<file path="config.mk">
export PLATFORM = sky130hd
export DESIGN_NAME = chunked_transfer_decoder_unit
export DESIGN_NICKNAME = d
export VERILOG_FILES = /design/src/rtl/ctd_pkg.sv /design/src/rtl/chunked_transfer_decoder_unit.sv /design/src/rtl/ctd_parser.sv /design/src/rtl/ctd_out_buf.sv
export SDC_FILE = /design/constraint.sdc
export NUM_CORES = 1
export LEC_CHECK = 0
export ABC_AREA = 1
export BUFFER_PORTS_ARGS = -buffer_cell sky130_fd_sc_hd__buf_2
export CAP_MARGIN = 25
export CELL_PAD_IN_SITES_DETAIL_PLACEMENT = 2
export CELL_PAD_IN_SITES_GLOBAL_PLACEMENT = 2
export CORE_ASPECT_RATIO = 1.1
export CORE_MARGIN = 2
export CORE_UTILIZATION = 39
export CTS_CLUSTER_SIZE = 24
export DETAILED_ROUTE_END_ITERATION = 7
export PLACE_DENSITY_LB_ADDON = 0.3
export SYNTH_ARGS = -nofsm -noshare
export SYNTH_HDL_FRONTEND = slang
export SYNTH_HIERARCHICAL = 1
export SYNTH_SLANG_ARGS = --single-unit
</file>
<file path="constraint.sdc">
create_clock -name clk -period 4.1 [get_ports clk]
set_input_delay 0.205 -clock clk [delete_from_list [all_inputs] [get_ports clk]]
set_output_delay 0.205 -clock clk [all_outputs]
set_load 0.03 [all_outputs]
</file>
<file path="src/rtl/ctd_pkg.sv">
// ctd_pkg: shared types, constants and helpers for the chunked transfer decoder.
// No dependencies; imported by ctd_parser, ctd_out_buf and the top level.
`timescale 1ns / 1ps

package ctd_pkg;

    // Default width of the chunk size counters
    localparam int LEN_BITS_DEFAULT = 32;

    // Byte constants
    localparam logic [7:0] CHAR_CR = 8'h0D;
    localparam logic [7:0] CHAR_LF = 8'h0A;

    // Parser phases
    typedef enum logic [2:0] {
        PH_SKIP  = 3'd0,   // skipping line ends before a size
        PH_SIZE  = 3'd1,   // reading hex digits
        PH_EXT   = 3'd2,   // discarding a chunk extension
        PH_AFTCR = 3'd3,   // size line ended in CR, LF may follow
        PH_DATA  = 3'd4,   // passing payload bytes
        PH_ERROR = 3'd5    // sticky error, input ignored
    } phase_t;

    // Result kinds
    typedef enum logic [1:0] {
        KIND_DATA  = 2'd0,
        KIND_DONE  = 2'd1,
        KIND_ERROR = 2'd2
    } kind_t;

    // One result beat
    typedef struct packed {
        logic [7:0] out_byte;
        kind_t      result_kind;
        logic       chunk_end;
    } result_t;

    // Hex digit decode
    typedef struct packed {
        logic       ok;
        logic [3:0] val;
    } hex_t;

    function automatic hex_t hex_decode(input logic [7:0] c);
        hex_t h;
        h.ok  = 1'b1;
        h.val = 4'd0;
        case (c) inside
            [8'h30:8'h39]: h.val = 4'(c - 8'h30);
            [8'h61:8'h66]: h.val = 4'(c - 8'h57);
            [8'h41:8'h46]: h.val = 4'(c - 8'h37);
            default:       h.ok  = 1'b0;
        endcase
        return h;
    endfunction

endpackage

</file>
<file path="src/rtl/chunked_transfer_decoder_unit.sv">
// chunked_transfer_decoder_unit: top level of the chunked transfer decoder.
// A result is registered in the result buffer before it appears on the output.
// Throughput: one input beat per cycle, set by the parser's per-beat update.
// Input stalls only when both result entries are full under output backpressure.
// Reset (rst_n, async, active low) returns the parser to line-end skipping and
// empties the result buffer. Depends on ctd_pkg, ctd_parser, ctd_out_buf.
`timescale 1ns / 1ps

module chunked_transfer_decoder_unit
    import ctd_pkg::*;
#(
    parameter int LEN_BITS = LEN_BITS_DEFAULT
)
(
    input  logic       clk,
    input  logic       rst_n,
    // input stream
    input  logic       s_tvalid,
    output logic       s_tready,
    input  logic [7:0] s_tdata,    // [7:0] in_byte
    // result stream
    output logic       m_tvalid,
    input  logic       m_tready,
    output logic [7:0] m_tdata,    // [7:0] out_byte
    output logic [1:0] m_tuser,    // [1:0] result_kind
    output logic       m_tlast     // chunk_end
);

    logic    in_fire;
    logic    res_valid;
    result_t res;
    logic    can_push;
    result_t head;

    assign s_tready = can_push;
    assign in_fire  = s_tvalid && can_push;

    // Byte parser and chunk counter
    ctd_parser #(
        .LEN_BITS (LEN_BITS)
    ) u_parser (
        .clk       (clk),
        .rst_n     (rst_n),
        .in_fire   (in_fire),
        .in_byte   (s_tdata),
        .res_valid (res_valid),
        .res       (res)
    );

    // Result register with skid entry
    ctd_out_buf u_out_buf (
        .clk        (clk),
        .rst_n      (rst_n),
        .push       (in_fire && res_valid),
        .push_data  (res),
        .can_push   (can_push),
        .head_valid (m_tvalid),
        .pop        (m_tready),
        .head_data  (head)
    );

    assign m_tdata = head.out_byte;
    assign m_tuser = head.result_kind;
    assign m_tlast = head.chunk_end;

endmodule

</file>
<file path="src/rtl/ctd_parser.sv">
// ctd_parser: chunk size line parser and payload counter, one byte per beat.
// Depends on ctd_pkg.
`timescale 1ns / 1ps

module ctd_parser
    import ctd_pkg::*;
#(
    parameter int LEN_BITS = LEN_BITS_DEFAULT
)
(
    input  logic       clk,
    input  logic       rst_n,
    input  logic       in_fire,     // input beat accepted this cycle
    input  logic [7:0] in_byte,
    output logic       res_valid,   // a result comes from this beat
    output result_t    res
);

    phase_t              phase_reg, phase_next;
    logic [LEN_BITS-1:0] size_accum_reg, size_accum_next;
    logic [LEN_BITS-1:0] bytes_left_reg, bytes_left_next;

    hex_t                hex;
    logic                is_cr;
    logic                is_lf;
    logic                size_ovf;
    logic [LEN_BITS-1:0] bytes_dec;

    assign hex       = hex_decode(in_byte);
    assign is_cr     = (in_byte == CHAR_CR);
    assign is_lf     = (in_byte == CHAR_LF);
    assign size_ovf  = (size_accum_reg[LEN_BITS-1 -: 4] != 4'd0);
    assign bytes_dec = bytes_left_reg - {{(LEN_BITS-1){1'b0}}, 1'b1};

    // State registers
    always_ff @(posedge clk or negedge rst_n)
    begin
        if (!rst_n)
        begin
            phase_reg      <= PH_SKIP;
            size_accum_reg <= '0;
            bytes_left_reg <= '0;
        end
        else if (in_fire)
        begin
            phase_reg      <= phase_next;
            size_accum_reg <= size_accum_next;
            bytes_left_reg <= bytes_left_next;
        end
    end

    // Next state and result for the current byte
    always_comb
    begin
        phase_next      = phase_reg;
        size_accum_next = size_accum_reg;
        bytes_left_next = bytes_left_reg;
        res_valid       = 1'b0;
        res.out_byte    = 8'd0;
        res.result_kind = KIND_DATA;
        res.chunk_end   = 1'b0;

        case (phase_reg)
            PH_SKIP:
            begin
                if (is_cr || is_lf)
                begin
                    phase_next = PH_SKIP;
                end
                else if (!hex.ok)
                begin
                    phase_next      = PH_ERROR;
                    res_valid       = 1'b1;
                    res.result_kind = KIND_ERROR;
                end
                else
                begin
                    size_accum_next = {{(LEN_BITS-4){1'b0}}, hex.val};
                    phase_next      = PH_SIZE;
                end
            end

            PH_SIZE, PH_EXT:
            begin
                if (phase_reg == PH_SIZE && hex.ok)
                begin
                    if (size_ovf)
                    begin
                        phase_next      = PH_ERROR;
                        res_valid       = 1'b1;
                        res.result_kind = KIND_ERROR;
                    end
                    else
                    begin
                        size_accum_next = {size_accum_reg[LEN_BITS-5:0], hex.val};
                    end
                end
                else if (is_cr || is_lf)
                begin
                    // line end: commit the size
                    size_accum_next = '0;
                    if (size_accum_reg == '0)
                    begin
                        phase_next      = PH_SKIP;
                        res_valid       = 1'b1;
                        res.result_kind = KIND_DONE;
                    end
                    else
                    begin
                        bytes_left_next = size_accum_reg;
                        phase_next      = is_cr ? PH_AFTCR : PH_DATA;
                    end
                end
                else
                begin
                    phase_next = PH_EXT;
                end
            end

            PH_AFTCR, PH_DATA:
            begin
                if (phase_reg == PH_AFTCR && is_lf)
                begin
                    phase_next = PH_DATA;
                end
                else if (bytes_left_reg == '0)
                begin
                    phase_next = PH_SKIP;
                end
                else
                begin
                    // pass one payload byte
                    bytes_left_next = bytes_dec;
                    res_valid       = 1'b1;
                    res.out_byte    = in_byte;
                    res.result_kind = KIND_DATA;
                    res.chunk_end   = (bytes_dec == '0);
                    phase_next      = (bytes_dec == '0) ? PH_SKIP : PH_DATA;
                end
            end

            default:
            begin
                phase_next = PH_ERROR;
            end
        endcase
    end

endmodule

</file>
<file path="src/rtl/ctd_out_buf.sv">
// ctd_out_buf: two-entry result register with skid entry, decouples output stalls.
// Depends on ctd_pkg.
`timescale 1ns / 1ps

module ctd_out_buf
    import ctd_pkg::*;
(
    input  logic    clk,
    input  logic    rst_n,
    input  logic    push,
    input  result_t push_data,
    output logic    can_push,    // registered, no path from pop side
    output logic    head_valid,
    input  logic    pop,
    output result_t head_data
);

    logic [1:0] count_reg, count_next;
    result_t    e0_reg, e0_next;
    result_t    e1_reg, e1_next;
    logic       do_pop;

    assign do_pop     = pop && (count_reg != 2'd0);
    assign can_push   = (count_reg != 2'd2);
    assign head_valid = (count_reg != 2'd0);
    assign head_data  = e0_reg;

    // Occupancy counter
    always_ff @(posedge clk or negedge rst_n)
    begin
        if (!rst_n)
        begin
            count_reg <= 2'd0;
        end
        else
        begin
            count_reg <= count_next;
        end
    end

    // Payload entries
    always_ff @(posedge clk)
    begin
        e0_reg <= e0_next;
        e1_reg <= e1_next;
    end

    // Head moves up on pop, new beat lands in the first free slot
    always_comb
    begin
        count_next = count_reg;
        e0_next    = e0_reg;
        e1_next    = e1_reg;
        case (count_reg)
            2'd0:
            begin
                if (push)
                begin
                    e0_next    = push_data;
                    count_next = 2'd1;
                end
            end
            2'd1:
            begin
                if (push && do_pop)
                begin
                    e0_next = push_data;
                end
                else if (push)
                begin
                    e1_next    = push_data;
                    count_next = 2'd2;
                end
                else if (do_pop)
                begin
                    count_next = 2'd0;
                end
            end
            2'd2:
            begin
                if (do_pop)
                begin
                    e0_next    = e1_reg;
                    count_next = 2'd1;
                end
            end
            default:
            begin
                count_next = 2'd0;
            end
        endcase
    end

endmodule

</file>
---- After elaboration in Yosys (flattened, before gate mapping) ----
Cells that the tools add are included.
cells by class
  add/sub/neg operators ................... 4
  reductions and logical operators ........ 28
  order comparisons ....................... 6
  eq/ne operators ......................... 24
  mux-type cells .......................... 59
  bitwise logic cells ..................... 1
operators with widths
  operator               number
  $mux 32                10
  $pmux 32 s2            2
  $logic_not 32->1       3
  $mux 11                5
  $pmux 11 s3            1
  $sub 32x1->32 const B  1
  $mux 3                 10
  $mux 2                 10
  $eq 8x4->1 const B     2
  $ge 8x7->1 const B     2
  $le 8x7->1 const B     2
  $ne 2x2->1 const B     7
  $mux 1                 13
  $mux 4                 3
  $pmux 2 s3             2
  $ne 2x1->1 const B     5
  $logic_and 1x1->1      9
  $pmux 3 s3             1
  $ge 8x6->1 const B     1
  $le 8x6->1 const B     1
  $mux 8                 1
  $reduce_and 4->1       2
  $sub 4x3->4 const B    2
  $reduce_and 7->1       1
  other kinds (21)       26
storage, ports and cells
  register bits after elaboration ......... 91
  input port bits ......................... 12
  output and inout bits ................... 13

---- Depth between registers and ports, before layout ----
  depth after elaboration ................. 12
  depth in mapped cells ................... 17

---- Modules after synthesis ----
The synthesis kept the hierarchy.
by module, submodules not included
  module                         times used  cells each  area each (um^2)  sequential area each (um^2)
  ctd_parser                     1           696         4595.7            1676.6
  ctd_out_buf                    1           82          952.2             710.7
  chunked_transfer_decoder_unit  1           4           17.5              0.0

---- Worst setup path after synthesis ----
No wires, ideal clock.
  path type ............................... register to register
  start point ............................. register u_parser.phase_reg[1]
  end point ............................... register u_out_buf/e1_reg[0] (netlist bit) (enable)
  setup time .............................. 0.378 ns
  data required time ...................... 3.722 ns
  arrival ................................. 2.140 ns
  buffers on the path ..................... 0
  stages on the path, launching flop included .. 12
  path slack .............................. 1.581 ns
  cell sequence ........................... dfrtp_1 > nor2_1 > nor2_1 > a21oi_4 > inv_1 > nor2_1 > nand2_1 > nand2_1 > inv_1 > nor2_2 > nand2_1 > nor2_1
between the ends
  cells in the longest elaborated chain, start to end .. 8
  elaborated cells on any way between the ends .. 16
  those cells by class .................... eq/ne (4); mux (3); bitwise (1); reduce/logical (8)
RTL lines
  item                                             line                                                   source
  from (decl)                                      ctd_parser.sv:19                                       phase_t phase_reg, phase_next;
  from (signal assigned)                           ctd_parser.sv:46                                       phase_reg <= phase_next;
  $eq 3x2->1 / $eq 3x1->1 (equally long branches)  ctd_parser.sv:63, ctd_parser.sv:122, ctd_parser.sv:85
  $logic_and 1x1->1, on equally long branches      ctd_parser.sv:122, ctd_parser.sv:85
  $mux 1, on equally long branches                 ctd_parser.sv:122, ctd_parser.sv:85
  $pmux 1 s3 (*)                                   ctd_parser.sv:63                                       case (phase_reg)
  net res_valid                                    chunked_transfer_decoder_unit.sv:30                    logic res_valid;
  $logic_and 1x1->1 (*)                            chunked_transfer_decoder_unit.sv:54                    .push (in_fire && res_valid),
  $logic_and 1x1->1                                ctd_out_buf.sv:65                                      if (push && do_pop)
  $not 1->1 (no line)                              -
  $reduce_and 3->1 (no line) (*)                   -
  to (signal assigned)                             ctd_out_buf.sv:45                                      e1_reg <= e1_next;
  to (decl)                                        ctd_out_buf.sv:20                                      result_t e1_reg, e1_next;
Mark *: on every way through the listed nets, which the timed path passes. The rest lies on a longest branch.
A chain may end at the register's enable or synchronous reset.

---- Worst setup path in the final report ----
  start point ............................. register u_parser.phase_reg[1]
  end point ............................... register u_out_buf.e0_reg (netlist bit u_out_buf/head_data[6]) (enable)
between the ends
  cells in the longest elaborated chain, start to end .. 8
  elaborated cells on any way between the ends .. 17
  those cells by class .................... eq/ne (6); mux (3); reduce/logical (8)
RTL lines
  item                                             line                                                   source
  $eq 3x2->1 / $eq 3x1->1 (equally long branches)  ctd_parser.sv:63, ctd_parser.sv:122, ctd_parser.sv:85
  $logic_and 1x1->1, on equally long branches      ctd_parser.sv:122, ctd_parser.sv:85
  $mux 1, on equally long branches                 ctd_parser.sv:122, ctd_parser.sv:85
  $pmux 1 s3 (*)                                   ctd_parser.sv:63
  net res_valid                                    chunked_transfer_decoder_unit.sv:30
  $logic_and 1x1->1 (*)                            chunked_transfer_decoder_unit.sv:54
  $logic_and 1x1->1                                ctd_out_buf.sv:65
  $ne 2x1->1 (no line)                             -
  $reduce_and 4->1 (no line) (*)                   -
  to (signal assigned)                             ctd_out_buf.sv:44                                      e0_reg <= e0_next;
  to (decl)                                        ctd_out_buf.sv:19                                      result_t e0_reg, e0_next;
Marked as above.

==> impl_metrics.csv <==
group,metric,value,unit
global_route,grt_start_max_net_pins,36,
final_layout,final_nets,823,
hold_path,whs_path_depth,4,
critical_path,rr_startpoint,"u_parser/phase_reg[1]$_DFFE_PN0P_",
timing,worst_pin_slew,0.596,ns
timing,setup_viol,0,
clock_network,cts.clk_slew.worst_paths,0.07,ns
critical_path,start_kind,"flip-flop",
floorplanning,coreArea,0.0139,mm^2
routing,drc,0,
global_route,grt_usage,30.1,%
power,peakVddDrop,0.000456,V
final_layout,area_delta_synth_final,10.2,%
clock_network,worstSkewPairLatency,0.36,ns
yosys,synth.largest_area_cell,"dfrtp_1",
timing,slew_violations,0,
yosys,synth_edf_count,22,
yosys,synth.avg_cell_area,7.12,um^2
yosys,synth_cell_types,38,
global_route,grt.overflow.total,0,
final_layout,final_cell_mix,"245 x nand2_1, 117 x nor2_1, 86 x inv_1",
floorplanning,die_height,129,um
critical_path,cp_data_arrival_time,3.34,ns
routing,drt_iter0_markers,332,
yosys,synth_area,0.00557,mm^2
yosys,synthTopCellsByArea,"dfrtp_1 31%, nand2_1 17%, edfxtp_1 12%, nor2_1 7.9%, inv_1 5.8%",
placed_design,hpwl,16100,um
routing,vias,5506,
critical_path,crit_top_cell,"nand2_1",
outcome,status,"complete, no violations",
final_layout,utilization,44.3,%
critical_path,crit_end,"u_out_buf/head_data[6]$_DFFE_PP_",
timing,fin_worst_skew,0.0122,ns
placed_design,gp_congestion,0.921,
final_layout,final_common_cell,"nand2_1",
critical_path,reg2reg_slack,0.76,ns
global_route,grt_pass1_wl,35100,um
timing,whs,0.197,ns
timing,clock.fmax,299,MHz
floorplanning,ios,25,
power,p_leak,2.92,nW
critical_path,worst-setup-path-type,"flip-flop to flip-flop",
floorplanning,start_util,40.2,%
yosys,yosysTopAreaCellShare,31.0,%
timing,rsz0062_at_grt,"false",
critical_path,slowest_delay,0.50,ns
timing,post-route-period-util,81.6,%
yosys,syn_inst,782,
hold_path,min_path_type,"input port to flip-flop",
floorplanning,fp.dieW,118,um
final_layout,drive_above_1_share,10.4,%
yosys,ys.flop_type,"dfrtp_1",
critical_path,cp.required,4.10,ns
routing,ant_nets,0,
critical_path,rr_endpoint,"u_out_buf/head_data[6]$_DFFE_PP_",
clock_network,cts.htree.levels,3,
critical_path,crit_slowest_cell,"a21oi_4",
yosys,synth-seq-cells,91,
power,power_density,800,mW/mm^2
yosys,syn_nets,801,
clock_network,ctsRootBufferMaster,"clkbuf_16",
floorplanning,num_rows,45,
yosys,yosys_warnings,6,
yosys,seq_area_frac_synth,42.9,%
clock_network,cts_max_path_buffers,2,
yosys,synthArstFlopShare,75.8,%
global_route,antenna_found_initial,0,
timing,relSlewSlack,60.2,%
floorplanning,die_area,0.0152,mm^2
clock_network,cts.sinks,91,
job,maxCapViolCount,0,
critical_path,crit_path_start,"u_parser/phase_reg[1]$_DFFE_PN0P_",
critical_path,crit_path_cell_trace,"nor2_1, nor2_1, a21oi_4, inv_1, nor2_1, nand2_1, nand2_1, inv_1, nor2_2, nand2_1, nand2_1, inv_1, nand2_1",
timing,final_hold_viol_count,0,
placed_design,io_buffer_count,24,
routing,wirelength,21900,um
routing,drtPass1Iterations,5,
clock_network,cts_buffers,9,
critical_path,crit_path_end_kind,"flip-flop",
timing,fin_crit,3.34,ns
global_route,grt_pass1_vias,6033,
critical_path,reg2reg_depth,13,
routing,drt-wirelength-per-cell,22.0,um
timing,setup_tns,0,ns
clock_network,cts_setup_buffers,0,
routing,via_per_inst,5.52,
critical_path,crit_path_max_fanout,23,
final_layout,diodes,0,
final_layout,fillerInstances,1634,
clock_network,cts_tree,"built",
==> per-stage QoR <==
stage | cells | power [mW] | setup slack [ns] | instance area, um^2
2_1_floorplan | 782 | 3.12 | 1.58 | 5570
3_3_place_gp | 979 | 3.76 | 1.18 | 5820
3_5_place_dp | 980 | 3.96 | 0.978 | 5840
4_1_cts | 997 | 4.88 | 0.783 | 6130
5_1_grt | 997 | 5.24 | 0.474 | 6130
6_report | 997 | 4.90 | 0.756 | 6130
==> worst max-delay path: cells and delay by family, from the launching register on <==
| kind | cells | cell delay (ns) |
|---|---|---|
| flip-flops | 1 | 0.42 |
| AND/OR/NAND/NOR | 9 | 1.78 |
| AO/OA/AOI/OAI | 1 | 0.50 |
| buffers and inverters | 3 | 0.27 |
==> cell usage after synthesis, types with 2 or more instances <==
cell	instances
nor2_2	4
nand4_1	11
o21ai_1	21
dfrtp_1	69
o21ai_0	63
xor2_1	6
buf_8	2
nor2_4	2
o22ai_1	3
inv_1	86
buf_2	7
nor2_1	117
a21oi_1	6
edfxtp_1	22
nand3_1	54
ha_1	7
nor3_1	5
inv_2	6
clkbuf_1	6
nand2_1	245
a31oi_1	3
nand3_2	7
o21ai_2	8
buf_6	5
nand2_2	3
buf_4	2
==> timing repair <==
action,CTS,global route
hold buffers,1,0
gates resized for setup,0,0
endpoints found under the setup margin,0,0
endpoints found under the hold margin,15,0
==> power breakdown <==
| group | internal [mW] | total (mW) | switching [mW] |
|---|---|---|---|
| registers | 1.22 | 1.45 | 0.230 |
| clock network | 0.420 | 0.828 | 0.408 |
| logic | 0.648 | 2.62 | 1.97 |
==> layer usage <==
metal	global-route usage (%)	up-vias	part of all wire, %
li1	-	2539	-
met1	37.6	2811	43
met2	53.8	122	51
met3	4.62	34	3.6
met4	9.64	0	2.2
met5	0	-	0
==> cell type report <==
cell class / count / area (um^2) / area share [%]
inverters: 93 / 354 / 5.78
clock buffers: 10 / 229 / 3.73
multi-input cells: 576 / 2670 / 43.6
well taps: 188 / 235 / 3.84
clock inverters: 6 / 50.0 / 0.816
repair buffers: 33 / 203 / 3.31
flip-flops and latches: 91 / 2390 / 38.9
==> logic make-up (layout without fill, tap and decap cells) <==
family                   after synthesis  in the layout  synth area share [%]
AND/OR/NAND/NOR                      455            455                  34.6
buffers and inverters                115            142                  9.22
AO/OA/AOI/OAI                        108            108                  10.7
flip-flops                            91             91                  42.9
adder cells (fa/ha/maj)                7              7                  1.57
XOR/XNOR                               6              6                 0.944
==> worst min-delay path by stage <==
| stage | slack [ns] | startpoint | endpoint |
|---|---|---|---|
| 2_1_floorplan | -0.09 | rst_n | u_out_buf/count_reg[0]$_DFFE_PN0P_ |
| 3_3_place_gp | 0.44 | rst_n | u_parser/bytes_left_reg[20]$_DFFE_PN0P_ |
| 3_5_place_dp | 0.17 | rst_n | u_parser/bytes_left_reg[20]$_DFFE_PN0P_ |
| 4_1_cts | 0.20 | m_tready | u_out_buf/count_reg[0]$_DFFE_PN0P_ |
| 5_1_grt | 0.24 | m_tready | u_out_buf/count_reg[1]$_DFFE_PN0P_ |
| 6_report | 0.20 | m_tready | u_out_buf/count_reg[0]$_DFFE_PN0P_ |
Note: power is estimated with default switching activity, not from simulation.
